<file path="src/gcd_pkg.sv">
`timescale 1ns / 1ps
// ----------------------------------------------------------------------------
// gcd_pkg
// Shared widths, Q61 constants and elaboration-time helpers for the
// great-circle distance pipeline.
// ----------------------------------------------------------------------------
package gcd_pkg;

  localparam int LAT_W    = 28;
  localparam int LON_W    = 29;
  localparam int DLON_W   = 30;
  localparam int ANG_W    = 28;
  localparam int DIST_W   = 24;
  localparam int RADIUS_W = 24;
  localparam int Q_W      = 64;
  localparam int ROOT_W   = 63;
  localparam int REM_W    = 66;
  localparam int SQ_W     = 126;

  localparam logic signed [63:0] ONE_Q      = 64'sh2000_0000_0000_0000;
  localparam logic signed [63:0] THREE_Q    = 64'sh6000_0000_0000_0000;
  localparam logic signed [63:0] HALF_PI    = 64'sh3243_F6A8_885A_308D;
  localparam logic signed [63:0] QUARTER_PI = 64'sh1921_FB54_442D_1847;
  localparam logic [63:0]        PI_Q61     = 64'h6487_ED51_10B4_611A;

  localparam logic signed [31:0] FULL_TURN    = 32'sd377487360;
  localparam logic signed [31:0] HALF_TURN    = 32'sd188743680;
  localparam logic signed [31:0] QUARTER_TURN = 32'sd94371840;

  // radians per input unit, Q61, split for two narrow products
  localparam logic [63:0] RAD_FULL = (PI_Q61 + 64'd94371840) / 64'd188743680;
  localparam logic [17:0] RAD_LO   = RAD_FULL[17:0];
  localparam logic [17:0] RAD_HI   = RAD_FULL[35:18];

  localparam logic [DIST_W-1:0]   DIST_MAX     = '1;
  localparam logic [RADIUS_W-1:0] RADIUS_RESET = 24'd1632867;

  typedef struct packed {
    logic                    neg;
    logic signed [ANG_W-1:0] r;
  } red_t;

  // restoring long division, elaboration only
  function automatic logic [63:0] f_udiv(input logic [63:0] num, input logic [63:0] den);
    logic [64:0] rem;
    logic [63:0] quo;
    rem = '0;
    quo = '0;
    for (int b = 63; b >= 0; b--) begin
      rem = {rem[63:0], num[b]};
      if (rem >= {1'b0, den}) begin
        rem    = rem - {1'b0, den};
        quo[b] = 1'b1;
      end
    end
    return quo;
  endfunction

  // atan(2^-i) in Q61
  function automatic logic signed [63:0] f_atan(input int i);
    logic signed [63:0] acc;
    logic [63:0]        term;
    int                 odd;
    int                 prod;
    acc = '0;
    if (i == 0) begin
      acc = QUARTER_PI;
    end else begin
      for (int k = 0; k < 62; k++) begin
        odd  = 2 * k + 1;
        prod = i * odd;
        if (prod <= 61) begin
          term = f_udiv(64'd1 << (61 - prod), 64'(odd));
          if ((k & 1) != 0) acc = acc - $signed(term);
          else acc = acc + $signed(term);
        end
      end
    end
    return acc;
  endfunction

  // Q61 product, round half away from zero, saturate
  function automatic logic signed [63:0] f_mulq(input logic signed [63:0] a,
                                                input logic signed [63:0] b);
    logic         neg;
    logic [63:0]  ma;
    logic [63:0]  mb;
    logic [127:0] pr;
    logic [66:0]  m;
    logic [63:0]  mm;
    neg = a[63] ^ b[63];
    ma  = a[63] ? 64'(-a) : 64'(a);
    mb  = b[63] ? 64'(-b) : 64'(b);
    pr  = 128'(ma) * 128'(mb);
    pr  = pr + (128'd1 << 60);
    m   = pr[127:61];
    mm  = (|m[66:63]) ? 64'h7FFF_FFFF_FFFF_FFFF : {1'b0, m[62:0]};
    return neg ? -$signed(mm) : $signed(mm);
  endfunction

  // inverse CORDIC gain for n stages
  function automatic logic signed [63:0] f_inv_gain(input int n);
    logic [63:0]        p;
    logic signed [63:0] r;
    logic signed [63:0] t;
    p = 64'(ONE_Q);
    r = $signed((64'd3 << 61) / 64'd5);
    for (int i = 0; i < n; i++) begin
      if (2 * i < 64) p = p + (p >> (2 * i));
    end
    for (int j = 0; j < 6; j++) begin
      t = THREE_Q - f_mulq($signed(p), f_mulq(r, r));
      r = f_mulq(r, t) >>> 1;
    end
    return r;
  endfunction

  // wrap to [-180, 180) and fold into [-90, 90]
  function automatic red_t f_reduce(input logic signed [DLON_W-1:0] d);
    logic signed [31:0] m;
    red_t               res;
    m       = 32'(d);
    res.neg = 1'b0;
    if (m >= FULL_TURN) m = m - FULL_TURN;
    else if (m <= -FULL_TURN) m = m + FULL_TURN;
    if (m >= HALF_TURN) m = m - FULL_TURN;
    if (m < -HALF_TURN) m = m + FULL_TURN;
    if (m > QUARTER_TURN) begin
      m       = m - HALF_TURN;
      res.neg = 1'b1;
    end else if (m < -QUARTER_TURN) begin
      m       = m + HALF_TURN;
      res.neg = 1'b1;
    end
    res.r = ANG_W'(m);
    return res;
  endfunction

endpackage

</file>
<file path="src/gcd_sqrt_cell.sv">
`timescale 1ns / 1ps
// ----------------------------------------------------------------------------
// gcd_sqrt_cell
// One digit of a restoring integer square root: takes two radicand bits,
// produces one root bit.
// ----------------------------------------------------------------------------
module gcd_sqrt_cell import gcd_pkg::*; #(
  parameter int TAG_W = 1
) (
  input  logic              clk,
  input  logic              ce,
  input  logic [SQ_W-1:0]   n_in,
  input  logic [REM_W-1:0]  rem_in,
  input  logic [ROOT_W-1:0] root_in,
  input  logic [TAG_W-1:0]  tag_in,
  output logic [SQ_W-1:0]   n_out,
  output logic [REM_W-1:0]  rem_out,
  output logic [ROOT_W-1:0] root_out,
  output logic [TAG_W-1:0]  tag_out
);

  logic [REM_W+1:0] rem_sh;
  logic [REM_W+1:0] trial;
  logic             ge;

  assign rem_sh = {rem_in, n_in[SQ_W-1 -: 2]};
  assign trial  = (REM_W + 2)'({root_in, 2'b01});
  assign ge     = (rem_sh >= trial);

  always_ff @(posedge clk) begin
    if (ce) begin
      n_out    <= n_in << 2;
      rem_out  <= ge ? REM_W'(rem_sh - trial) : REM_W'(rem_sh);
      root_out <= {root_in[ROOT_W-2:0], ge};
      tag_out  <= tag_in;
    end
  end

endmodule

</file>
<file path="config.mk">
export PLATFORM = sky130hd
export DESIGN_NAME = gcd_sqrt_cell
export DESIGN_NICKNAME = d
export VERILOG_FILES = /design/src/gcd_pkg.sv /design/src/gcd_sqrt_cell.sv
export SDC_FILE = /design/constraint.sdc
export NUM_CORES = 1
export LEC_CHECK = 0
export ABC_AREA = 1
export BUFFER_PORTS_ARGS = -buffer_cell sky130_fd_sc_hd__buf_2
export CAP_MARGIN = 40
export CELL_PAD_IN_SITES_DETAIL_PLACEMENT = 1
export CELL_PAD_IN_SITES_GLOBAL_PLACEMENT = 1
export CORE_ASPECT_RATIO = 1.1
export CORE_MARGIN = 5
export CORE_UTILIZATION = 39
export DETAILED_ROUTE_END_ITERATION = 10
export GPL_TIMING_DRIVEN = 0
export PLACE_DENSITY = 0.86
export REMOVE_ABC_BUFFERS = 1
export SLEW_MARGIN = 10
export SYNTH_ARGS = -nofsm -noshare
export SYNTH_HDL_FRONTEND = slang
export SYNTH_SLANG_ARGS = --single-unit
</file>
<file path="constraint.sdc">
create_clock -name clk -period 6.2 [get_ports clk]
set_clock_uncertainty 0.15 [all_clocks]
set_input_delay 1.24 -clock clk [delete_from_list [all_inputs] [get_ports clk]]
set_output_delay 1.24 -clock clk [all_outputs]
set_load 0.01 [all_outputs]
</file>
; Yosys cells after proc, flatten, opt, wreduce, memory -nomap -nowiden
; Cells that the tools add are included.
[word_totals]
ff_bits = 254
wordCells = 7
[op_classes]
addsub = 1
order_cmp = 1
n_mux = 1
[op_table]
columns = operator, count
row1 = $ge A68 B65 Y1, 1
row2 = $mux W66, 1
row3 = $sub A66 B65 Y66, 1

; Longest topological paths before layout
[logic_depth]
ltp_word = 2
mapped_depth = 19
ltp_nobuf = 18

; Worst setup path after synthesis
; OpenSTA, ideal clock, no wires.
[synth_path]
kind = input -> register
startpoint = input port root_in[41]
endpoint = register rem_out[38], data pin
arrival_ns = 2.825
t_required_ns = 5.798
slack_ns = 2.973
cell_stages = 15
path_buffers = 2
cell_sequence = inv_1 -> ha_1 -> nand2_2 -> nor2_2 -> nand2_2 -> nor3_4 -> inv_2 -> nor2_1 -> nand4_1 -> nand3_1 -> nor2_2 -> buf_6 -> buf_6 -> nand2_1 -> nand2_1
[synth_between]
elab_chain_cells = 2
[synth_rtl]
columns = element, line
row1 = from (decl), gcd_sqrt_cell.sv:14  ; input logic [ROOT_W-1:0] root_in,
row2 = $ge A68 B65 Y1, gcd_sqrt_cell.sv:28  ; assign ge = (rem_sh >= trial);
row3 = $mux W66, gcd_sqrt_cell.sv:33  ; rem_out <= ge ? REM_W'(rem_sh - trial) : REM_W'(rem_sh);
row4 = to (signal assigned), gcd_sqrt_cell.sv:33
row5 = to (decl), gcd_sqrt_cell.sv:17  ; output logic [REM_W-1:0] rem_out,
; No other way between the ends.
; A chain may end at the register's enable or synchronous reset.

; Final worst setup path
[layout_path]
startpoint = input port rem_in[41]
endpoint = register rem_out[14], data pin
[layout_between]
elab_chain_cells = 2
[layout_rtl]
columns = element, line
row1 = from (decl), gcd_sqrt_cell.sv:13  ; input logic [REM_W-1:0] rem_in,
row2 = $ge A68 B65 Y1, gcd_sqrt_cell.sv:28
row3 = $mux W66, gcd_sqrt_cell.sv:33
; No other way between the ends.

==> flow_metrics.py <==
metrics = {
    "timing": {
        "slew_headroom": 0.5106,
        "final.period_utilization": 0.6739,
        "finalMaxSlewViolations": 0,
        "finalSetupViolCount": 0,
        "fin_crit_ns": 4.178,
        "hold_violations": 0,
        "worst_pin_slew_ns": 0.7319,
        "max_freq_mhz": 239.3,
        "rsz0062_at_grt": "no",
        "setup_slack_ns": 2.022,
    },
    "layout": {
        "multi_input_area_um2": 5554,
        "fill_cells": 4692,
        "instances_no_fill": 2869,
        "area_growth_pct": 27.48,
        "drive_gt1_frac": 0.2401,
        "register_area_um2": 7627,
        "stdcell_area_um2": 18670,
        "nets": 2668,
    },
    "detailed_routing": {
        "first_pass_iters": 5,
        "via_count": 13840,
        "drt_iter0_markers": 719,
        "viasPerCell": 4.824,
        "postRouteAntennaNets": 0,
        "wl_per_cell_um": 21.54,
        "drt_wl_total_um": 61810,
        "route.detailed.drc": 0,
    },
    "die": {
        "ios": 514,
        "die_x_um": 194.8,
        "core_area_um2": 37130,
        "start_util": 0.3945,
        "rows": 74,
        "die_height_um": 213.2,
        "die-area_um2": 41530,
    },
    "global_routing": {
        "grt_max_degree": 121,
        "globalRouteOverflowTotal": 0,
        "antenna_found_initial": 12,
        "gr-usage-all-layers": 0.2809,
        "grt_pass1_vias": 14610,
        "grt_pass1_wl_um": 88260,
    },
    "synthesis": {
        "synth_warnings": 0,
        "syn_area_per_cell_um2": 8.082,
        "async_reset_ff_frac": 0,
        "synth_top_flop_cell": "edfxtp_1",
        "ys_seq_elements": 254,
        "ys_types": 27,
        "synth_common_cells": "nand2_1, inv_1, edfxtp_1, nor2_1, ha_1",
        "synth_edf_count": 254,
        "syn_inst": 1812,
        "seq_area_frac_synth": 0.5208,
        "synthTopCellsByArea": "edfxtp_1, nand2_1, inv_1, ha_1, nor2_1",
        "synth_area_um2": 14650,
        "synth.most_common_cell": "nand2_1",
        "synth_top_area_frac": 0.5208,
        "yosys.area.top_type": "edfxtp_1",
    },
    "cts": {
        "cts_tree": "built",
        "numCtsBuffers": 27,
        "post_cts_resized": 0,
        "ctsHtreeMaxLevel": 1,
        "clockBufferDepth": 3,
        "path_clk_slew_ns": 0.06,
        "cts.sinks": 254,
        "cts_setup_buffers": 0,
        "cts.root.buffer_cell": "clkbuf_16",
        "ctsHoldBuffers": 0,
    },
    "power_and_ir_drop": {
        "switchingPower_mw": 1.478,
        "internal-power_mw": 3.320,
        "switching_share": 0.3081,
        "comb_power_share": 0.241,
        "p_leak_nw": 9.912,
        "share_seq_of_total_power": 0.448,
        "p_per_area_nw_per_um2": 257.0,
        "peakVddDrop_mv": 0.1741,
        "power_frac_clock": 0.311,
    },
    "worst_setup_path": {
        "crit_type": "input pin to register",
        "worstSetupEndpointType": "register",
        "cp.arrival_ns": 4.34,
        "cp_max_fo": 19,
        "startpoint_type": "input pin",
        "cp.required_ns": 6.36,
    },
    "status": {
        "status": "finished, final reports clean",
    },
    "hold_path": {
        "min-delay-path-class": "input pin to register",
    },
    "placement": {
        "dp.final_hpwl_um": 51990,
        "placed_cells": 2810,
        "port_buffers": 511,
        "preCtsSetupSlack_ns": 1.547,
        "placed_cell_area_um2": 17840,
        "gp_congestion": 0.9574,
    },
    "run": {
        "max_cap_violations": 0,
    },
}
metrics by stage:
step	util	hold WS, ns	TNS, ns	total power [mW]
floorplan	-	1.189	0	2.759
global placement	0.4761	1.267	-15.03	3.288
detailed placement	0.4806	1.269	0	3.335
CTS	0.5020	0.6754	0	4.845
global route	0.5026	0.6872	0	5.042
finish	0.5028	0.7078	0	4.798
critical path, cell delays in order:
cell     delay (ns)
buf_2          0.12
ha_1           0.37
nand2_2        0.14
inv_1          0.05
a21oi_1        0.41
nand2_1        0.17
nand2_1        0.09
nand2_1        0.07
a21oi_1        0.18
nand4_1        0.61
buf_8          0.40
buf_6          0.16
buf_6          0.17
nand2_1        0.08
nand2_1        0.07
per-layer routing:
layer	GRT usage	vias to the layer above	wire length, um
met3	0.04608	118	3448
met4	0.1235	2	2893
li1	-	6710	-
met5	0	-	20
met1	0.3182	6581	23370
met2	0.5231	428	32080
worst paths after layout:
check                      start  cells past startpoint  slack (ns)     endpoint
worst max-delay path  rem_in[41]                     15        2.02  rem_out[14]
worst min-delay path    n_in[88]                      1        0.71    n_out[90]
cell families (layout without fill, tap and decap cells):
logic type / count (synthesis) / after routing / share of synthesized area
xor gates and xnor gates: 39 / 39 / 0.02332
AOI/OAI and AO/OA: 88 / 88 / 0.03221
and+or+nand+nor: 996 / 996 / 0.2673
other: 1 / 15 / 0.0002561
buffers and inverters: 369 / 918 / 0.1006
adders and majority gates: 65 / 65 / 0.05553
DFF: 254 / 254 / 0.5208
final cells by class:
type,count,area share
Clock inverter,14,0.005295
Inverter,353,0.07097
Sequential cell,254,0.4086
Tap cell,494,0.03311
Multi-Input combinational cell,1190,0.2975
Antenna cell,13,0.001743
Timing Repair Buffer,519,0.1456
Clock buffer,32,0.03720
flip-flops by register name, summed over array words and instances, names as in the netlist:
name,count
n_out,124
tag_out,1
root_out,63
rem_out,66
layout by cell type (no fill, tap or decap), drive strengths merged:
cell      Yosys  layout
o21ai        16      16
conb          1       2
clkinv        1      11
or2           1       1
nor3b         1       1
clkbuf        0      32
nand4         9       9
clkinvlp      0       2
and2          1       1
nand3b        7       7
o21bai       11      11
nand2       765     765
inv         352     353
bufinv        0       1
a21oi        61      61
edfxtp      254     254
buf          16     519
ha           65      65
xnor2         2       2
diode         0      13
xor2         37      37
nand3        60      60
nor2        140     140
nor3         12      12
power groups by stage:
stage	clock network [mW]	logic, mW	registers [mW]
6_report	1.49	1.16	2.15
4_1_cts	1.53	1.16	2.15
3_3_place_gp	0	1.11	2.18
2_1_floorplan	0	0.486	2.27
3_5_place_dp	0	1.15	2.18
5_1_grt	1.62	1.26	2.16
(Power assumes the default switching activity.)
