### src/gcd_pkg.sv
`timescale 1ns / 1ps
// ----------------------------------------------------------------------------
// gcd_pkg
// Shared widths, Q61 constants and elaboration-time helpers for the
// great-circle distance pipeline.
// ----------------------------------------------------------------------------
package gcd_pkg;

  localparam int LAT_W    = 28;
  localparam int LON_W    = 29;
  localparam int DLON_W   = 30;
  localparam int ANG_W    = 28;
  localparam int DIST_W   = 24;
  localparam int RADIUS_W = 24;
  localparam int Q_W      = 64;
  localparam int ROOT_W   = 63;
  localparam int REM_W    = 66;
  localparam int SQ_W     = 126;

  localparam logic signed [63:0] ONE_Q      = 64'sh2000_0000_0000_0000;
  localparam logic signed [63:0] THREE_Q    = 64'sh6000_0000_0000_0000;
  localparam logic signed [63:0] HALF_PI    = 64'sh3243_F6A8_885A_308D;
  localparam logic signed [63:0] QUARTER_PI = 64'sh1921_FB54_442D_1847;
  localparam logic [63:0]        PI_Q61     = 64'h6487_ED51_10B4_611A;

  localparam logic signed [31:0] FULL_TURN    = 32'sd377487360;
  localparam logic signed [31:0] HALF_TURN    = 32'sd188743680;
  localparam logic signed [31:0] QUARTER_TURN = 32'sd94371840;

  // radians per input unit, Q61, split for two narrow products
  localparam logic [63:0] RAD_FULL = (PI_Q61 + 64'd94371840) / 64'd188743680;
  localparam logic [17:0] RAD_LO   = RAD_FULL[17:0];
  localparam logic [17:0] RAD_HI   = RAD_FULL[35:18];

  localparam logic [DIST_W-1:0]   DIST_MAX     = '1;
  localparam logic [RADIUS_W-1:0] RADIUS_RESET = 24'd1632867;

  typedef struct packed {
    logic                    neg;
    logic signed [ANG_W-1:0] r;
  } red_t;

  // restoring long division, elaboration only
  function automatic logic [63:0] f_udiv(input logic [63:0] num, input logic [63:0] den);
    logic [64:0] rem;
    logic [63:0] quo;
    rem = '0;
    quo = '0;
    for (int b = 63; b >= 0; b--) begin
      rem = {rem[63:0], num[b]};
      if (rem >= {1'b0, den}) begin
        rem    = rem - {1'b0, den};
        quo[b] = 1'b1;
      end
    end
    return quo;
  endfunction

  // atan(2^-i) in Q61
  function automatic logic signed [63:0] f_atan(input int i);
    logic signed [63:0] acc;
    logic [63:0]        term;
    int                 odd;
    int                 prod;
    acc = '0;
    if (i == 0) begin
      acc = QUARTER_PI;
    end else begin
      for (int k = 0; k < 62; k++) begin
        odd  = 2 * k + 1;
        prod = i * odd;
        if (prod <= 61) begin
          term = f_udiv(64'd1 << (61 - prod), 64'(odd));
          if ((k & 1) != 0) acc = acc - $signed(term);
          else acc = acc + $signed(term);
        end
      end
    end
    return acc;
  endfunction

  // Q61 product, round half away from zero, saturate
  function automatic logic signed [63:0] f_mulq(input logic signed [63:0] a,
                                                input logic signed [63:0] b);
    logic         neg;
    logic [63:0]  ma;
    logic [63:0]  mb;
    logic [127:0] pr;
    logic [66:0]  m;
    logic [63:0]  mm;
    neg = a[63] ^ b[63];
    ma  = a[63] ? 64'(-a) : 64'(a);
    mb  = b[63] ? 64'(-b) : 64'(b);
    pr  = 128'(ma) * 128'(mb);
    pr  = pr + (128'd1 << 60);
    m   = pr[127:61];
    mm  = (|m[66:63]) ? 64'h7FFF_FFFF_FFFF_FFFF : {1'b0, m[62:0]};
    return neg ? -$signed(mm) : $signed(mm);
  endfunction

  // inverse CORDIC gain for n stages
  function automatic logic signed [63:0] f_inv_gain(input int n);
    logic [63:0]        p;
    logic signed [63:0] r;
    logic signed [63:0] t;
    p = 64'(ONE_Q);
    r = $signed((64'd3 << 61) / 64'd5);
    for (int i = 0; i < n; i++) begin
      if (2 * i < 64) p = p + (p >> (2 * i));
    end
    for (int j = 0; j < 6; j++) begin
      t = THREE_Q - f_mulq($signed(p), f_mulq(r, r));
      r = f_mulq(r, t) >>> 1;
    end
    return r;
  endfunction

  // wrap to [-180, 180) and fold into [-90, 90]
  function automatic red_t f_reduce(input logic signed [DLON_W-1:0] d);
    logic signed [31:0] m;
    red_t               res;
    m       = 32'(d);
    res.neg = 1'b0;
    if (m >= FULL_TURN) m = m - FULL_TURN;
    else if (m <= -FULL_TURN) m = m + FULL_TURN;
    if (m >= HALF_TURN) m = m - FULL_TURN;
    if (m < -HALF_TURN) m = m + FULL_TURN;
    if (m > QUARTER_TURN) begin
      m       = m - HALF_TURN;
      res.neg = 1'b1;
    end else if (m < -QUARTER_TURN) begin
      m       = m + HALF_TURN;
      res.neg = 1'b1;
    end
    res.r = ANG_W'(m);
    return res;
  endfunction

endpackage

### src/gcd_rot_cell.sv
`timescale 1ns / 1ps
// ----------------------------------------------------------------------------
// gcd_rot_cell
// One rotation-mode CORDIC micro-rotation with a fixed shift.
// ----------------------------------------------------------------------------
module gcd_rot_cell import gcd_pkg::*; #(
  parameter int                 SHIFT = 0,
  parameter logic signed [63:0] ATAN  = '0,
  parameter int                 TAG_W = 1
) (
  input  logic                  clk,
  input  logic                  ce,
  input  logic signed [Q_W-1:0] x_in,
  input  logic signed [Q_W-1:0] y_in,
  input  logic signed [Q_W-1:0] z_in,
  input  logic [TAG_W-1:0]      tag_in,
  output logic signed [Q_W-1:0] x_out,
  output logic signed [Q_W-1:0] y_out,
  output logic signed [Q_W-1:0] z_out,
  output logic [TAG_W-1:0]      tag_out
);

  logic signed [Q_W-1:0] xs;
  logic signed [Q_W-1:0] ys;

  assign xs = x_in >>> SHIFT;
  assign ys = y_in >>> SHIFT;

  always_ff @(posedge clk) begin
    if (ce) begin
      if (!z_in[Q_W-1]) begin
        x_out <= x_in - ys;
        y_out <= y_in + xs;
        z_out <= z_in - ATAN;
      end else begin
        x_out <= x_in + ys;
        y_out <= y_in - xs;
        z_out <= z_in + ATAN;
      end
      tag_out <= tag_in;
    end
  end

endmodule

### config.mk
export PLATFORM = sky130hd
export DESIGN_NAME = gcd_rot_cell
export DESIGN_NICKNAME = d
export VERILOG_FILES = /design/src/gcd_pkg.sv /design/src/gcd_rot_cell.sv
export SDC_FILE = /design/constraint.sdc
export NUM_CORES = 1
export LEC_CHECK = 0
export BUFFER_PORTS_ARGS = -buffer_cell sky130_fd_sc_hd__buf_2
export CAP_MARGIN = 20
export CORE_ASPECT_RATIO = 2
export CORE_MARGIN = 3
export CORE_UTILIZATION = 45
export CTS_CLUSTER_DIAMETER = 40
export CTS_CLUSTER_SIZE = 8
export DETAILED_ROUTE_END_ITERATION = 10
export PLACE_DENSITY = 0.72
export SLEW_MARGIN = 20
export SYNTH_ARGS = -nofsm -noshare
export SYNTH_HDL_FRONTEND = slang
export SYNTH_SLANG_ARGS = --single-unit
### constraint.sdc
create_clock -name clk -period 2.8 [get_ports clk]
set_clock_uncertainty 0.05 [all_clocks]
set_input_delay 0.14 -clock clk [delete_from_list [all_inputs] [get_ports clk]]
set_output_delay 0.14 -clock clk [all_outputs]
set_load 0.02 [all_outputs]
# Word-level counts from Yosys, hierarchy flattened
# Index checks and enable logic that the tools add are counted.
# word_totals
regBits	193
# classes
add_sub_neg	3
muxes	2
# op_table
op	n
$mux 64	2
$sub 64x64->64	2
$add 64x64->64	1

# Logic depth before layout (Yosys ltp)
# logic_depth
ltp_word	2
depth_mapped	14

# Least setup slack after synthesis
# No wires, ideal clock.
# synth_path
path_kind	in2reg
from	in y_in[0]
to	reg y_out[54], data pin
arrival_time_ns	2.778
t_required_ns	2.483
setup_slack_ns	-0.295
path_stages	13
n_path_buf	0
path_cell_list	inv_1 ha_1 fa_1 nand4b_1 and3_1 a2111oi_2 o21ai_1 o221a_2 o221ai_1 a21oi_1 o21ai_0 a21oi_1 xnor2_1
# synth_via
elab_chain_cells	2
word_cells_on_any_way	3
cone_classes	2 x add/sub; 1 x mux
# synth_lines
element	line	source
start, declared	gcd_rot_cell.sv:14	input logic signed [Q_W-1:0] y_in,
$add 64x64->64 or $sub 64x64->64 (tied branches)	gcd_rot_cell.sv:33, gcd_rot_cell.sv:37	
$mux 64 *	gcd_rot_cell.sv:31	if (!z_in[Q_W-1]) begin
end signal, assigned	gcd_rot_cell.sv:33	y_out <= y_in + xs;
end signal, assigned	gcd_rot_cell.sv:37	y_out <= y_in - xs;
end, declared	gcd_rot_cell.sv:18	output logic signed [Q_W-1:0] y_out,
# Mark *: on every way between the ends. The rest lies on a longest branch, timed or not.
# A chain may end at the register's enable or synchronous reset.

# Worst setup path in the final report
# layout_path
from	in x_in[1]
to	reg y_out[46], data pin
# layout_via
elab_chain_cells	2
word_cells_on_any_way	3
cone_classes	2 x add/sub; 1 x mux
# layout_lines
element	line	source
start, declared	gcd_rot_cell.sv:13	input logic signed [Q_W-1:0] x_in,
$add 64x64->64 or $sub 64x64->64 (tied branches)	gcd_rot_cell.sv:33, gcd_rot_cell.sv:37	
$mux 64 *	gcd_rot_cell.sv:31	
# Marked as above.

==> results.py <==
metrics = {
    "die": {
        "die_x_um": 148,
        "dieArea_mm2": 0.0426,
        "io_pins": 388,
        "die_h_um": 289,
        "num_rows": 103,
        "start_util_pct": 45.6,
        "core_mm2": 0.0396,
    },
    "route": {
        "drt_wl_total_mm": 106,
        "vias": 23835,
        "via_per_inst": 6.08,
        "ant_nets": 0,
        "drc": 0,
        "drtIter0Drc": 1694,
        "wl_per_cell_um": 27.0,
        "first_pass_iters": 9,
    },
    "sta": {
        "period_minus_slack_ps": 3120,
        "hold_viol_final": 0,
        "fin_crit_sh_pct": 112,
        "setup_slack_ps": -325,
        "final-max-slew-violation-count": 0,
        "finalSetupViolations": 54,
        "rsz0062_at_grt": "true",
        "max_freq_ghz": 0.320,
        "slew_headroom_pct": 35.0,
        "tightestPinTransition_ps": 972,
    },
    "status": {
        "outcome": "complete, but fails checks",
        "violations": "setup timing",
    },
    "clock_tree": {
        "cts_tree": "done",
        "cts_buffers": 17,
        "htree_levels": 4,
        "clockRootBuffer": "clkbuf_16",
        "clock_path_buffers": 2,
        "clock-sinks": 192,
        "path_clk_slew_ps": 90,
    },
    "final_layout": {
        "nets": 3761,
        "final_common_cell": "buf_4",
        "fin_area_mm2": 0.0304,
        "final_cell_mix": "buf_4 (815), buf_2 (377), a21oi_1 (232), edfxtp_1 (192), inv_1 (191)",
        "syn_to_final_growth_pct": 68.4,
        "drive_gt1_share_pct": 46.8,
    },
    "logic_synthesis": {
        "synth_top_family_by_area": "compound AO/OA/AOI/OAI gates",
        "async_flop_share_pct": 0,
        "synth-seq-area-share_pct": 32.0,
        "synthMuxAreaShare_pct": 1.41,
        "ys_types": 81,
        "synth_area_per_cell_um2": 8.45,
        "synthXorXnorAreaFrac_pct": 6.02,
        "synth_cells": 2134,
        "synth_area_leaders": "edfxtp_1 (32%), ha_1 (13%), a21oi_1 (7.9%), xnor2_1 (5.4%), inv_1 (4.2%)",
        "synth_edf_count": 192,
        "synth_top_area_cell": "edfxtp_1",
        "synth-seq-cells": 192,
        "synth_fp_nets": 2522,
        "ys_warn_count": 0,
        "synthSimpleGateAreaFrac_pct": 14.2,
        "synth_area_mm2": 0.0180,
        "synthAdderAreaFrac_pct": 13.5,
        "yosysTopAreaCellShare_pct": 32.0,
        "synth_compound_area_share_pct": 26.4,
        "ys.flop_type": "edfxtp_1",
    },
    "global_route": {
        "track_usage_pct": 47.3,
        "grt_pass1_wl_mm": 149,
        "antenna_found_initial": 9,
        "grt_start_max_net_pins": 133,
        "overflow": 0,
        "grt_pass1_vias": 25069,
    },
    "power_and_ir_drop": {
        "power_leakage_nw": 13.9,
        "ir_drop_uv": 425,
        "power_w": 0.0137,
        "p_per_area_mw_per_mm2": 451,
    },
    "critical_path": {
        "critPathKind": "in -> reg",
        "crit_path_end_kind": "flip-flop",
        "critPathMaxFanout": 3,
        "arrival_ps": 3290,
        "worst_setup_path_start_kind": "input pin",
        "required_ps": 2970,
    },
    "placed_design": {
        "dpl.hpwl_mm": 80.4,
        "port-buffer-count": 387,
        "pre_cts_slack_ps": -1470,
        "place.gp.congestion": 1.09,
        "postPlaceCellArea_mm2": 0.0266,
    },
    "worst_hold_path": {
        "min_path_type": "in -> reg",
    },
    "flow_run": {
        "drv_cap": 0,
    },
}
==> flip-flops by register name, indices dropped and copies added, names as in the netlist <==
register	cells
z_out	64
x_out	64
y_out	63
tag_out	1
==> layout make-up <==
cell class	instances	area, um^2
Antenna cell	7	17.5
Multi-Input combinational cell	1639	13100
Inverter	206	796
Clock buffer	17	425
Timing Repair Buffer	1317	9470
Tap cell	525	657
Sequential cell	192	5770
Fill cell	2729	9200
Clock inverter	15	170
==> cells by family after synthesis <==
| group | after synthesis |
|---|---|
| flip-flops | 192 |
| XOR/XNOR | 123 |
| adder cells (fa/ha/maj) | 193 |
| AO/OA/AOI/OAI | 755 |
| buffers and inverters | 303 |
| multiplexers | 25 |
| AND/OR/NAND/NOR | 543 |
==> power breakdown <==
part / switching (W) / internal [W]
Combinational: 0.00406 / 0.00304
Sequential: 0.000207 / 0.00371
Clock: 0.00140 / 0.00128
Total: 0.00567 / 0.00802
==> cells in the mapped netlist (all sizes together) (4+ instances only) <==
cell type and n:
clkinv 5, nor2b 25, nor3 52, inv 201
xnor2 112, nand4 38, or4 4, mux2i 22
or2 4, a211o 5, a2111oi 10, o2111ai 4
o221ai 9, o211ai 27, a31o 5, o21bai 56
and2 5, nand2b 10, and3 8, o22ai 6
edfxtp 192, clkbuf 67, nor4 35, a221oi 5
o31a 7, nor2 174, a21boi 12, buf 30
o31ai 21, a211oi 15, o21a 22, or3 6
nand3 37, a311oi 9, a21oi 286, o21ai 150
a31oi 23, o311ai 5, a21o 45, nand2 133
ha 190, xor2 11
==> what timing repair did <==
| item | CTS | global route |
|---|---|---|
| pin swaps | 80 | 118 |
| endpoints found under the hold margin | 64 | 0 |
| setup buffers | 32 | 39 |
| gates resized for setup | 237 | 194 |
| endpoints found under the setup margin | 77 | 72 |
| hold buffers | 64 | 0 |
==> path summary, 6_finish.rpt <==
path                 from                  end  slack [ps]  cells after the start
setup / recovery  x_in[1]  y_out[46]$_DFFE_PP_        -320                     15
hold / removal    y_in[0]   x_out[0]$_DFFE_PP_          30                      3
==> routing by layer <==
metal,GRT usage (%),routed length [um],vias to the layer above,part of all wire (%)
met4,58.7,17100,6,16
met3,14.0,8480,881,8.0
met5,0,40,-,0.038
met1,36.2,28300,10976,27
li1,-,-,10245,-
met2,83.6,51900,1727,49
==> stage by stage <==
stage | utilization, % | cells | setup TNS (ps) | hold slack [ps]
3_3_place_gp | 67.2 | 3754 | -69790 | 266
5_1_grt | 76.7 | 3914 | -9740 | 27.2
6_report | 76.7 | 3918 | -6520 | 28.4
3_5_place_dp | 67.2 | 3754 | -71150 | 268
2_1_floorplan | - | 2134 | -564 | 189
4_1_cts | 73.8 | 3879 | -1680 | 14.1
==> critical path, cell delays in order <==
cell       delay, ps
buf_12           120
buf_4            130
buf_8            120
fa_2             390
nand4b_1         210
and3_4           230
a2111oi_4        310
buf_4            220
o21ai_4          100
o221a_4          310
o221ai_4         260
a21oi_2          110
buf_6            160
a21oi_4          360
xnor2_2          120
(Power assumes the default switching activity.)
