<file path="src/gcd_pkg.sv">
`timescale 1ns / 1ps
// ----------------------------------------------------------------------------
// gcd_pkg
// Shared widths, Q61 constants and elaboration-time helpers for the
// great-circle distance pipeline.
// ----------------------------------------------------------------------------
package gcd_pkg;

  localparam int LAT_W    = 28;
  localparam int LON_W    = 29;
  localparam int DLON_W   = 30;
  localparam int ANG_W    = 28;
  localparam int DIST_W   = 24;
  localparam int RADIUS_W = 24;
  localparam int Q_W      = 64;
  localparam int ROOT_W   = 63;
  localparam int REM_W    = 66;
  localparam int SQ_W     = 126;

  localparam logic signed [63:0] ONE_Q      = 64'sh2000_0000_0000_0000;
  localparam logic signed [63:0] THREE_Q    = 64'sh6000_0000_0000_0000;
  localparam logic signed [63:0] HALF_PI    = 64'sh3243_F6A8_885A_308D;
  localparam logic signed [63:0] QUARTER_PI = 64'sh1921_FB54_442D_1847;
  localparam logic [63:0]        PI_Q61     = 64'h6487_ED51_10B4_611A;

  localparam logic signed [31:0] FULL_TURN    = 32'sd377487360;
  localparam logic signed [31:0] HALF_TURN    = 32'sd188743680;
  localparam logic signed [31:0] QUARTER_TURN = 32'sd94371840;

  // radians per input unit, Q61, split for two narrow products
  localparam logic [63:0] RAD_FULL = (PI_Q61 + 64'd94371840) / 64'd188743680;
  localparam logic [17:0] RAD_LO   = RAD_FULL[17:0];
  localparam logic [17:0] RAD_HI   = RAD_FULL[35:18];

  localparam logic [DIST_W-1:0]   DIST_MAX     = '1;
  localparam logic [RADIUS_W-1:0] RADIUS_RESET = 24'd1632867;

  typedef struct packed {
    logic                    neg;
    logic signed [ANG_W-1:0] r;
  } red_t;

  // restoring long division, elaboration only
  function automatic logic [63:0] f_udiv(input logic [63:0] num, input logic [63:0] den);
    logic [64:0] rem;
    logic [63:0] quo;
    rem = '0;
    quo = '0;
    for (int b = 63; b >= 0; b--) begin
      rem = {rem[63:0], num[b]};
      if (rem >= {1'b0, den}) begin
        rem    = rem - {1'b0, den};
        quo[b] = 1'b1;
      end
    end
    return quo;
  endfunction

  // atan(2^-i) in Q61
  function automatic logic signed [63:0] f_atan(input int i);
    logic signed [63:0] acc;
    logic [63:0]        term;
    int                 odd;
    int                 prod;
    acc = '0;
    if (i == 0) begin
      acc = QUARTER_PI;
    end else begin
      for (int k = 0; k < 62; k++) begin
        odd  = 2 * k + 1;
        prod = i * odd;
        if (prod <= 61) begin
          term = f_udiv(64'd1 << (61 - prod), 64'(odd));
          if ((k & 1) != 0) acc = acc - $signed(term);
          else acc = acc + $signed(term);
        end
      end
    end
    return acc;
  endfunction

  // Q61 product, round half away from zero, saturate
  function automatic logic signed [63:0] f_mulq(input logic signed [63:0] a,
                                                input logic signed [63:0] b);
    logic         neg;
    logic [63:0]  ma;
    logic [63:0]  mb;
    logic [127:0] pr;
    logic [66:0]  m;
    logic [63:0]  mm;
    neg = a[63] ^ b[63];
    ma  = a[63] ? 64'(-a) : 64'(a);
    mb  = b[63] ? 64'(-b) : 64'(b);
    pr  = 128'(ma) * 128'(mb);
    pr  = pr + (128'd1 << 60);
    m   = pr[127:61];
    mm  = (|m[66:63]) ? 64'h7FFF_FFFF_FFFF_FFFF : {1'b0, m[62:0]};
    return neg ? -$signed(mm) : $signed(mm);
  endfunction

  // inverse CORDIC gain for n stages
  function automatic logic signed [63:0] f_inv_gain(input int n);
    logic [63:0]        p;
    logic signed [63:0] r;
    logic signed [63:0] t;
    p = 64'(ONE_Q);
    r = $signed((64'd3 << 61) / 64'd5);
    for (int i = 0; i < n; i++) begin
      if (2 * i < 64) p = p + (p >> (2 * i));
    end
    for (int j = 0; j < 6; j++) begin
      t = THREE_Q - f_mulq($signed(p), f_mulq(r, r));
      r = f_mulq(r, t) >>> 1;
    end
    return r;
  endfunction

  // wrap to [-180, 180) and fold into [-90, 90]
  function automatic red_t f_reduce(input logic signed [DLON_W-1:0] d);
    logic signed [31:0] m;
    red_t               res;
    m       = 32'(d);
    res.neg = 1'b0;
    if (m >= FULL_TURN) m = m - FULL_TURN;
    else if (m <= -FULL_TURN) m = m + FULL_TURN;
    if (m >= HALF_TURN) m = m - FULL_TURN;
    if (m < -HALF_TURN) m = m + FULL_TURN;
    if (m > QUARTER_TURN) begin
      m       = m - HALF_TURN;
      res.neg = 1'b1;
    end else if (m < -QUARTER_TURN) begin
      m       = m + HALF_TURN;
      res.neg = 1'b1;
    end
    res.r = ANG_W'(m);
    return res;
  endfunction

endpackage

</file>
<file path="src/gcd_vec_cell.sv">
`timescale 1ns / 1ps
// ----------------------------------------------------------------------------
// gcd_vec_cell
// One vectoring-mode CORDIC micro-rotation; holds still when y is zero.
// ----------------------------------------------------------------------------
module gcd_vec_cell import gcd_pkg::*; #(
  parameter int                 SHIFT = 0,
  parameter logic signed [63:0] ATAN  = '0
) (
  input  logic                  clk,
  input  logic                  ce,
  input  logic signed [Q_W-1:0] x_in,
  input  logic signed [Q_W-1:0] y_in,
  input  logic signed [Q_W-1:0] z_in,
  output logic signed [Q_W-1:0] x_out,
  output logic signed [Q_W-1:0] y_out,
  output logic signed [Q_W-1:0] z_out
);

  logic signed [Q_W-1:0] xs;
  logic signed [Q_W-1:0] ys;

  assign xs = x_in >>> SHIFT;
  assign ys = y_in >>> SHIFT;

  always_ff @(posedge clk) begin
    if (ce) begin
      if (!y_in[Q_W-1] && (|y_in)) begin
        x_out <= x_in + ys;
        y_out <= y_in - xs;
        z_out <= z_in + ATAN;
      end else if (y_in[Q_W-1]) begin
        x_out <= x_in - ys;
        y_out <= y_in + xs;
        z_out <= z_in - ATAN;
      end else begin
        x_out <= x_in;
        y_out <= y_in;
        z_out <= z_in;
      end
    end
  end

endmodule

</file>
<file path="config.mk">
export PLATFORM = sky130hd
export DESIGN_NAME = gcd_vec_cell
export DESIGN_NICKNAME = d
export VERILOG_FILES = /design/src/gcd_pkg.sv /design/src/gcd_vec_cell.sv
export SDC_FILE = /design/constraint.sdc
export NUM_CORES = 1
export LEC_CHECK = 0
export BUFFER_PORTS_ARGS = -buffer_cell sky130_fd_sc_hd__buf_2
export CORE_UTILIZATION = 25
export CTS_BUF_LIST = sky130_fd_sc_hd__clkbuf_2 sky130_fd_sc_hd__clkbuf_4 sky130_fd_sc_hd__clkbuf_8
export DETAILED_ROUTE_END_ITERATION = 10
export PLACE_DENSITY = 0.52
export SYNTH_ARGS = -nofsm -noshare
export SYNTH_HDL_FRONTEND = slang
export SYNTH_SLANG_ARGS = --single-unit
export TNS_END_PERCENT = 50
</file>
<file path="constraint.sdc">
create_clock -name clk -period 4.7 [get_ports clk]
set_clock_uncertainty 0.1 [all_clocks]
set_input_delay 0.705 -clock clk [delete_from_list [all_inputs] [get_ports clk]]
set_output_delay 0.705 -clock clk [all_outputs]
set_load 0.02 [all_outputs]
</file>
# [Word level (Yosys, flattened, before mapping)]
# Index checks and enable logic that the tools add are counted.
[totals] reg_bits=192 in_bits=194 out_inout_bits=192 elab_cells=13
[op_classes] n_addsub=3 muxes=4 reduce_logical=3
[op_table] cell="$mux 64" n=4
[op_table] cell="$sub 64x64->64" n=2
[op_table] cell="$add 64x64->64" n=1
[op_table] cell="$reduce_or 64->1" n=1
[op_table] cell="$logic_and 1x1->1" n=1
[op_table] cell="$logic_not 1->1" n=1

# [Longest topological paths before layout]
[depth] depth_word=3 mapped_depth=14 mapped_depth_nobuf=13

# [Worst setup path before layout]
# OpenSTA, ideal clock, no wires.
[synth_path] path_kind="input to register" start="in x_in[0]" end="reg x_out[58], data pin" setup_ns=0.261 arrival_ns=3.591 slack_ns=0.748 stages=13 n_path_buf=0 cell_sequence="inv_1 ha_1 fa_1 nand2b_1 a21oi_1 a211o_1 a31oi_1 o31ai_2 a31oi_1 or4_1 and3_1 xnor2_1 a221o_1"
[synth_between] elab_chain_cells=3 elab_cells_between_ends=4
[synth_rtl] item="from (decl)" line="gcd_vec_cell.sv:12" source="input logic signed [Q_W-1:0] x_in,"
[synth_rtl] item="$sub 64x64->64" line="gcd_vec_cell.sv:33" source="x_out <= x_in - ys;"
[synth_rtl] item="$mux 64" line="gcd_vec_cell.sv:32" source="end else if (y_in[Q_W-1]) begin"
[synth_rtl] item="$mux 64 *" line="gcd_vec_cell.sv:28" source="if (!y_in[Q_W-1] && (|y_in)) begin"
[synth_rtl] item="to (signal assigned)" line="gcd_vec_cell.sv:29" source="x_out <= x_in + ys;"
[synth_rtl] item="to (signal assigned)" line="gcd_vec_cell.sv:33"
[synth_rtl] item="to (signal assigned)" line="gcd_vec_cell.sv:37" source="x_out <= x_in;"
[synth_rtl] item="to (decl)" line="gcd_vec_cell.sv:15" source="output logic signed [Q_W-1:0] x_out,"
# Mark *: on every way between the ends. The rest lies on a longest branch, timed or not.
# A chain may end at the register's enable or synchronous reset.

# [Worst setup path after layout]
[layout_path] start="in x_in[2]" end="reg x_out[49], data pin"
# Same word-level chain as after synthesis.

==> key figures <==
Synthesis
  – Most numerous cell in the Yosys netlist: a21oi_1
  – Area leader, netlist: edfxtp_1
  – Mapped Nets: 2815
  – Post-synth top area share: 29.4%
  – Distinct cells, synth: 89
  – Post-Syn Area: 19600 sq um
  – Post-synth EDFFs: 192
  – Synth Instances: 2428
  – Seq/Total Area, Yosys: 29.4%
  – Top cells by area, synth: edfxtp_1 (29%), ha_1 (12%), a21oi_1 (8.4%)
  – Synth cell count leaders: a21oi_1 (328), nor2_1 (215), inv_1 (198)
  – Synth Warn #: 0
  – #FFs+latches synth: 192
  – Main synth FF type: edfxtp_1
  – Asr flop ratio synth: 0%
  – Syn Area/Cell: 8.07 sq um

Timing
  – Relative slew slack: 35.6%
  – Min Tclk post-route: 4.34 ns
  – Worst Tran Pin Value: 0.942 ns
  – Highest Clock Rate: 230 MHz
  – Slew Limit Fails: 0
  – Unrepaired setup endpoints after global routing: no
  – Final setup vio count: 0
  – Hold Fails Final Rpt: 0
  – Final Cycle Share: 92.4%

Floorplan
  – Starting Density: 25.3%
  – Die X-Extent: 282 microns
  – CORE AREA: 77500 sq um
  – Die H: 282 microns
  – Floorplan row count: 102
  – Die area: 79500 sq um
  – Total I/O pin count: 386

Clock tree
  – CTS clk-pin slew, worst paths: 0.13 ns
  – CTS root buffer: clkbuf_8
  – CTS resizes: 0
  – CTS max path bufs: 2
  – Clock Sinks: 192
  – Total CTS buffers: 17
  – Hold-fix buffer count after cts: 0
  – Postcts setup bufs: 0
  – CTS tree: built
  – Htree depth: 4

Critical path
  – Setup crit start kind: input pin
  – Critical path fanouts, max: 12
  – Slowest stage delay, CP: 0.89 ns
  – CP delay by family, top: compound AO/OA/AOI/OAI gates
  – Buffers plus inverters on the worst setup path: 3
  – Arr. time, crit path: 4.56 ns
  – Critical path data required time: 4.92 ns
  – CP Cell Sequence: buf_2 -> inv_1 -> ha_1 -> nor3_1 -> o21ai_0 -> a2111oi_0 -> o31ai_1 -> a21oi_1 -> buf_4 -> o211ai_1 -> a21oi_1 -> a21o_1 -> mux2i_1 -> o211ai_1
  – Critical Path End Type: flop
  – Worst Setup Path Type: input pin to flop
  – Slowest cell on crit path: a2111oi_0

Place
  – RePlAce Congestion: 0.984
  – DP Area: 24500 sq um
  – Detailed Place HPWL: 78200 microns
  – I/O Buffers: 385

Route
  – Detailed Route WL: 96600 microns
  – Drt pass-1 iters: 8
  – Final antenna-violating net count: 0
  – # DRC: 0
  – Via/cell ratio: 5.50
  – Via count: 21996
  – Routed len/inst: 24.1 microns
  – Initial DRC count: 2498

Global route
  – Total gr overflow: 0
  – First-pass GRT wire length: 138000 microns
  – Vias in the first global route: 20523
  – Largest net degree at the start of global routing: 162
  – Initial antenna violation count: 19
  – Gr usage total: 23.7%

Cells and area
  – Fin nets: 3327
  – Fin area: 24900 sq um
  – Area grow syn2layout: 27.0%
  – Final core occ: 32.1%
  – Share of cells above drive strength 1: 24.7%
  – Fill count: 8426

Pwr
  – Cell Pwr Density: 265 nW/um^2
  – Lkg Pwr: 0.0108 uW
  – VDD IR-drop max: 0.000208 V

Status
  – Status: finished, final reports clean

Job
  – Max-cap viol count: 0

Worst hold path
  – Hold crit path type: input pin to flop
==> registers in the layout (all words and copies together) (netlist names) <==
register	cells
x_out	64
z_out	64
y_out	64
==> cell usage in the layout, fill, tap and decap left out, types with 13 or more instances in the layout <==
| master | count |
|---|---|
| a31oi_1 | 33 |
| nand3_1 | 40 |
| inv_1 | 197 |
| a211oi_1 | 26 |
| o22ai_1 | 51 |
| a21o_1 | 49 |
| mux2i_1 | 13 |
| buf_2 | 383 |
| nor3_1 | 46 |
| ha_1 | 190 |
| o31ai_1 | 32 |
| a221oi_1 | 45 |
| xnor2_1 | 27 |
| nor2_1 | 214 |
| buf_4 | 246 |
| o221ai_1 | 29 |
| o21a_1 | 14 |
| or3_1 | 15 |
| nand2b_1 | 25 |
| nor4_1 | 50 |
| o211ai_1 | 28 |
| nand4_1 | 37 |
| nand2_1 | 157 |
| buf_12 | 18 |
| o21bai_1 | 49 |
| clkbuf_8 | 18 |
| edfxtp_1 | 192 |
| o22a_1 | 14 |
| o21ai_0 | 138 |
| nor2b_1 | 21 |
| a21oi_1 | 328 |
==> cells by family (layout without fill, tap and decap cells) <==
group	count (synthesis)	after routing	share of synthesized area, %
AOI/OAI and AO/OA	975	975	32.7
xor gates and xnor gates	30	30	1.34
adders and majority gates	193	193	12.4
buffers and inverters	356	881	6.91
DFF	192	192	29.4
muxes	16	16	0.837
other	0	6	0
and+or+nand+nor	666	666	16.4
==> final timing paths <==
kind	from	to	cells after the start	slack, ns
min	z_in[5]	z_out[5]	1	0.18
max	x_in[2]	x_out[49]	14	0.36
==> power by group <==
group | internal (uW) | switching (uW) | total, uW
clock | 412 | 833 | 1240
sequential | 2150 | 59.4 | 2210
combinational | 1110 | 2020 | 3130
==> through the flow <==
| step | power (uW) | hold WS (ns) | setup WS (ns) | setup TNS (ns) | std cells |
|---|---|---|---|---|---|
| 2_1_floorplan | 3970 | 0.704 | 0.748 | 0 | 2428 |
| 3_3_place_gp | 5340 | 0.781 | 0.0226 | 0 | 3961 |
| 3_5_place_dp | 5320 | 0.783 | -0.0737 | -0.131 | 3961 |
| 4_1_cts | 6630 | 0.109 | 0.636 | 0 | 3993 |
| 5_1_grt | 6950 | 0.129 | 0.348 | 0 | 3997 |
| 6_report | 6590 | 0.180 | 0.359 | 0 | 3999 |
==> cell type report <==
cell class | count | area (sq um) | area share, %
Sequential cell | 192 | 5770 | 23.2
Inverter | 201 | 756 | 3.04
Timing Repair Buffer | 648 | 4140 | 16.6
Clock inverter | 15 | 180 | 0.724
Multi-Input combinational cell | 1880 | 12500 | 50.2
Clock buffer | 17 | 234 | 0.940
Tap cell | 1040 | 1300 | 5.23
Antenna cell | 6 | 15.0 | 0.0603
==> layer usage <==
metal  share of wire (%)  GRT usage [%]
met4                 3.5           8.61
met2                  44           37.3
met5                0.12              0
met1                  43           31.5
met3                 8.9           5.35
Note: power is estimated with default switching activity, not from simulation.
